`config.mk`:
```
export PLATFORM = sky130hd
export DESIGN_NAME = rmsi_ctrl
export DESIGN_NICKNAME = d
export VERILOG_FILES = /design/src/design/rmsi_pkg.sv /design/src/design/rmsi_ctrl.sv
export SDC_FILE = /design/constraint.sdc
export NUM_CORES = 1
export LEC_CHECK = 0
export BUFFER_PORTS_ARGS = -buffer_cell sky130_fd_sc_hd__clkbuf_2
export CAP_MARGIN = 20
export CORE_MARGIN = 3
export CORE_UTILIZATION = 23
export CTS_CLUSTER_SIZE = 14
export DETAILED_ROUTE_END_ITERATION = 8
export HOLD_SLACK_MARGIN = 0.02
export MAX_ROUTING_LAYER = met4
export SKIP_CTS_REPAIR_TIMING = 1
export SLEW_MARGIN = 5
export SYNTH_ARGS = -nofsm -noshare
export SYNTH_HDL_FRONTEND = slang
export SYNTH_SLANG_ARGS = --single-unit
```
`constraint.sdc`:
```
create_clock -name aclk -period 3.2 [get_ports aclk]
set_input_delay 0.32 -clock aclk [delete_from_list [all_inputs] [get_ports aclk]]
set_output_delay 0.32 -clock aclk [all_outputs]
set_load 0.02 [all_outputs]
```
`src/design/rmsi_pkg.sv`:
```
// Shared types and constants for the running median block.
`timescale 1ns / 1ps

package rmsi_pkg;

    localparam int CAPACITY_DEFAULT     = 256;
    localparam int SAMPLE_WIDTH_DEFAULT = 16;

    typedef enum logic [2:0] {
        ST_IDLE,
        ST_READ,
        ST_CMP,
        ST_PUT,
        ST_MED_HI,
        ST_MED_LO,
        ST_MED_SUM,
        ST_DONE
    } state_t;

    typedef enum logic [1:0] {
        RD_PREV,
        RD_MID_HI,
        RD_MID_LO
    } rd_sel_t;

    typedef enum logic {
        WR_FROM_RAM,
        WR_FROM_SAMPLE
    } wr_sel_t;

    typedef struct packed {
        logic    load_sample;
        logic    k_dec;
        rd_sel_t rd_sel;
        logic    wr_en;
        wr_sel_t wr_sel;
        logic    cnt_inc;
        logic    cap_a;
        logic    cap_median;
        logic    load_out;
    } cmd_t;

    typedef struct packed {
        logic full;
        logic empty;
        logic k_is_one;
        logic greater;
    } status_t;

endpackage

```
`src/design/rmsi_ctrl.sv`:
```
// Controller: sequences insertion shifts, median reads and the result handshake.
`timescale 1ns / 1ps

module rmsi_ctrl (
    input  logic              aclk,
    input  logic              aresetn,
    input  logic              s_valid,
    output logic              s_ready,
    output logic              m_valid,
    input  logic              m_ready,
    input  rmsi_pkg::status_t status,
    output rmsi_pkg::cmd_t    cmd
);

    import rmsi_pkg::*;

    state_t state_reg;
    state_t state_next;
    logic   m_valid_reg;
    logic   m_valid_next;

    always_ff @(posedge aclk) begin
        if (!aresetn) begin
            state_reg   <= ST_IDLE;
            m_valid_reg <= 1'b0;
        end else begin
            state_reg   <= state_next;
            m_valid_reg <= m_valid_next;
        end
    end

    always_comb begin
        state_next   = state_reg;
        m_valid_next = m_valid_reg && !m_ready;
        s_ready      = 1'b0;
        cmd          = '0;
        cmd.rd_sel   = RD_PREV;
        cmd.wr_sel   = WR_FROM_RAM;
        case (state_reg)
            ST_IDLE: begin
                s_ready = 1'b1;
                if (s_valid) begin
                    cmd.load_sample = 1'b1;
                    if (status.full) begin
                        state_next = ST_DONE;
                    end else if (status.empty) begin
                        state_next = ST_PUT;
                    end else begin
                        state_next = ST_READ;
                    end
                end
            end
            ST_READ: begin
                cmd.rd_sel = RD_PREV;
                state_next = ST_CMP;
            end
            ST_CMP: begin
                cmd.wr_en = 1'b1;
                if (status.greater) begin
                    cmd.wr_sel = WR_FROM_RAM;
                    cmd.k_dec  = 1'b1;
                    state_next = status.k_is_one ? ST_PUT : ST_READ;
                end else begin
                    cmd.wr_sel  = WR_FROM_SAMPLE;
                    cmd.cnt_inc = 1'b1;
                    state_next  = ST_MED_HI;
                end
            end
            ST_PUT: begin
                cmd.wr_en   = 1'b1;
                cmd.wr_sel  = WR_FROM_SAMPLE;
                cmd.cnt_inc = 1'b1;
                state_next  = ST_MED_HI;
            end
            ST_MED_HI: begin
                cmd.rd_sel = RD_MID_HI;
                state_next = ST_MED_LO;
            end
            ST_MED_LO: begin
                cmd.cap_a  = 1'b1;
                cmd.rd_sel = RD_MID_LO;
                state_next = ST_MED_SUM;
            end
            ST_MED_SUM: begin
                cmd.cap_median = 1'b1;
                state_next     = ST_DONE;
            end
            ST_DONE: begin
                if (!m_valid_reg || m_ready) begin
                    cmd.load_out = 1'b1;
                    m_valid_next = 1'b1;
                    state_next   = ST_IDLE;
                end
            end
            default: begin
                state_next = ST_IDLE;
            end
        endcase
    end

    assign m_valid = m_valid_reg;

endmodule
```
# == Word level (Yosys, flattened, before mapping) ==
# Cells that the tools add are included.
# op_classes
n_addsub,0
mul,0
div_mod_pow,0
n_lt_le_gt_ge,0
n_eq_ne,9
n_shift,0
n_mux,21
bitwise,0
reduce_logical,6
# ops
operator,count
case mux 3 bit (8 select lines),1
equality test 3 bit (second input constant),4
2-to-1 mux 1 bit,12
2-to-1 mux 3 bit,4
equality test 3 x 2 -> 1 bit (second input constant),2
case mux 3 bit (2 select lines),1
2-to-1 mux 2 bit,2
!= test 2 bit (second input constant),2
case mux 2 bit (2 select lines),1
equality test 3 x 1 -> 1 bit (second input constant),1
logical NOT 3 bit,1
logical NOT 1 bit,2
AND reduction 2 bit,1
logical AND 1 bit,1
logical OR 1 bit,1
# totals
reg_bits,4
latchBits,0
ram_bits,0
rom_bits,0
input_bits,8
mem_count,0

# == Longest topological paths before layout ==
# depth
word_depth,4
depth_mapped,5
ltp_nobuf,4

# == Worst setup path before layout ==
# Ideal clock, no wire load.
# synth_path
path_type,register to output
from,register state_reg[2]
to,output cmd[9] (netlist bit)
arrival_time_ns,1.295
setup_slack_ns,1.585
path_stages_with_launch,4
n_path_buf,1
cell_sequence,dfxtp_1 -> buf_4 -> nor3_1 -> and2_1
# synth_lines
element,line_no,source
start: declaration,rmsi_ctrl.sv:17,state_t state_reg;
start signal: assignment,rmsi_ctrl.sv:27,state_reg <= state_next;
end: declaration,rmsi_ctrl.sv:12,output rmsi_pkg::cmd_t cmd

==> metrics.txt <==
Setup crit end=cmd[0]; DP HPWL=575.3 um; post-synthesis register bit count=4; P_int=0.1260 mW; remaining antenna violation count after routing=0; mux cell area share after synthesis=3.689%; Hold/Removal Path Class=primary input to flip-flop; Max Cap Viol=0; Worst-path clk slew=0.04 ns; Reg power frac=34.2%; TritonCTS Buffers=3; IO buf count=19; skew final=0.002748 ns; peak supply drop=0.2417 mV; combinational share of power=34.7%; Register Area=80.08 um^2; fill cell count=134; core box area=1171 um^2; top cell type's share of synthesized area=26.23%; Via density=4.514; Final #Nets=68; Total Routing Usage GR=8.236%; first-pass GRT wire length=1.131 mm; Data required, critical path=2.88 ns; Max Fclk=636.8 MHz; Core Rows=12; Post-synth EDFFs=0; RSZ-0062 raised after global routing=no; R2R setup slack=2.01 ns; multi-input logic area=183.9 um^2; ant diodes=0; io pins=20; First-pass DRT Iterations=4; initial antenna violation count=0; Final Core Density=34.72%; Synthesized Nets=48; Synthesis Warnings=0; total global routing overflow=0; worst r2r path cells=3; WHS=0.3459 ns; crit share post-route=49.08%; Mapped Area=305.3 um^2; NetSw=0.07226 mW; async set-or-reset flop fraction in the synthesized netlist=0%; H-tree Lvls=1; list of most frequent post-synthesis cells=nor2_1, dfxtp_1; die area=1800 um^2; XOR/XNOR Fraction of Synth Area=0%; Largest register FFs=3; pins over their slew limit=0; Compound-Gate Fraction of Synth Area=22.13%; most common flop cell mapped by yosys=dfxtp_1; Switching Share=36.45%; Crit Path Class=flip-flop to output port; DR vias=325; Min Clock Period, post-route=1.570 ns; status=finished clean; Worst setup startpoint=state_reg[2]$_SDFFE_PN0P_; # DRC=0; clock share of power=31.2%; number of distinct library cells after synthesis=21; Final Hold Vio Count=0; fraction of layout cells with a size suffix above 1=41.38%; synthesized area per cell=7.632 um^2; critical path capture point type=output port; simple-gate share of the synthesized area=34.43%; worst slew pin tran=0.3196 ns; largest area contributor in the netlist=dfxtp_1; most common cell in the netlist=nor2_1; RePlAce Congestion=0.7697; r2r endpoint=state_reg[0]$_SDFFE_PN0P_; Synth-to-Final Area Change=33.20%; largest family of logic cells by synthesized area=simple AND/OR/NAND/NOR gates; Power Dens Cells=487.6 nW/um^2; total power=0.1983 mW; Arr. time, crit path=1.25 ns; Routed WL per cell=9.847 um; Detailed Route Iter0 Violations=10; adder-cell share of the synthesized area=0%; register area share after synthesis=26.23%; relative slew slack=78.67%; r2r startpoint=state_reg[1]$_SDFFE_PN0P_; Worst-Skew Late Latency=0.23 ns; Final setup viols=0; Die W=42.43 um; Mapped Cells=40; Startpoint Class=flip-flop; CTS tree=done; CP Max Fanout=11; Post-Route WL=709 um; Root Driver=clkbuf_4; Max Root-Sink Buffers=2; total negative slack=0 ns; initial core utilization=26.07%; Clock Sinks=4; cell types occupying the most area after synthesis=dfxtp_1, a21boi_0, buf_4; Pleak=0.1995 nW; vias in the first global route=264; largest net degree at the start of global routing=12; Die Ht=42.43 um
## per-layer routing
metal  global-route usage, %  vias up  wire [um]
met5                       -        -          0
li1                        -      172          -
met4                   3.727        0          0
met1                   12.18      131        376
met2                   9.422       22        232
met3                   3.004        0        101
## how the worst min path moves through the flow
stage | slack (ns) | to | cells after the start | start
finish | 0.35 | state_reg[1]$_SDFFE_PN0P_ | 2 | aresetn
global route | 0.35 | state_reg[1]$_SDFFE_PN0P_ | 2 | aresetn
CTS | 0.34 | state_reg[1]$_SDFFE_PN0P_ | 2 | aresetn
detailed placement | 0.52 | m_valid$_SDFF_PN0_ | 2 | m_valid$_SDFF_PN0_
global placement | 0.51 | m_valid$_SDFF_PN0_ | 2 | m_valid$_SDFF_PN0_
floorplan | 0.45 | state_reg[1]$_SDFFE_PN0P_ | 1 | aresetn
## layout make-up
cell class / count / area share (%)
Tap cell: 14 / 4.308
Sequential cell: 4 / 19.69
Timing Repair Buffer: 19 / 23.38
Clock buffer: 3 / 5.538
Inverter: 2 / 1.846
Multi-Input combinational cell: 30 / 45.23
## cell families after synthesis
logic type	after synthesis
flops	4
simple gates	20
compound gates	9
buf+inv	6
mux	1
## power groups by stage
| stage | Sequential, mW | Clock (mW) | Combinational (mW) |
|---|---|---|---|
| after floorplan | 0.0602 | 0 | 0.0610 |
| final | 0.0677 | 0.0618 | 0.0687 |
| after global placement | 0.0679 | 0 | 0.0692 |
| after CTS | 0.0673 | 0.0656 | 0.0695 |
| after detailed placement | 0.0682 | 0 | 0.0693 |
| after global routing | 0.0697 | 0.0682 | 0.0754 |
## worst max-delay path: stages (launching register included)
cell	delay, ns
dfxtp_1	0.50
nand3_1	0.21
nor2_1	0.14
clkbuf_2	0.17
## per-stage QoR
stage / instances / setup WS, ns / instance area, um^2
final: 72 / 1.630 / 406.6
after CTS: 72 / 1.629 / 406.6
after global routing: 72 / 1.546 / 406.6
after floorplan: 40 / 1.585 / 305.3
after detailed placement: 69 / 1.887 / 384.1
after global placement: 69 / 1.901 / 384.1
## layout by cell type, fill, tap and decap left out
| cell | netlist | final |
|---|---|---|
| clkbuf_2 | 0 | 19 |
| a21boi_0 | 3 | 3 |
| inv_1 | 2 | 2 |
| and3_1 | 1 | 1 |
| mux2_2 | 1 | 1 |
| o21ai_0 | 1 | 1 |
| o31a_1 | 1 | 1 |
| nand3_1 | 2 | 2 |
| o21ai_1 | 1 | 1 |
| nor4b_1 | 1 | 1 |
| nand2_1 | 1 | 1 |
| clkbuf_4 | 0 | 3 |
| dfxtp_1 | 4 | 4 |
| a32oi_1 | 1 | 1 |
| nand2b_1 | 3 | 3 |
| nor2b_1 | 1 | 1 |
| a211oi_2 | 1 | 1 |
| nor3_1 | 2 | 2 |
| nor2_1 | 6 | 6 |
| a21oi_1 | 1 | 1 |
| and2_1 | 3 | 3 |
(Power assumes the default switching activity.)
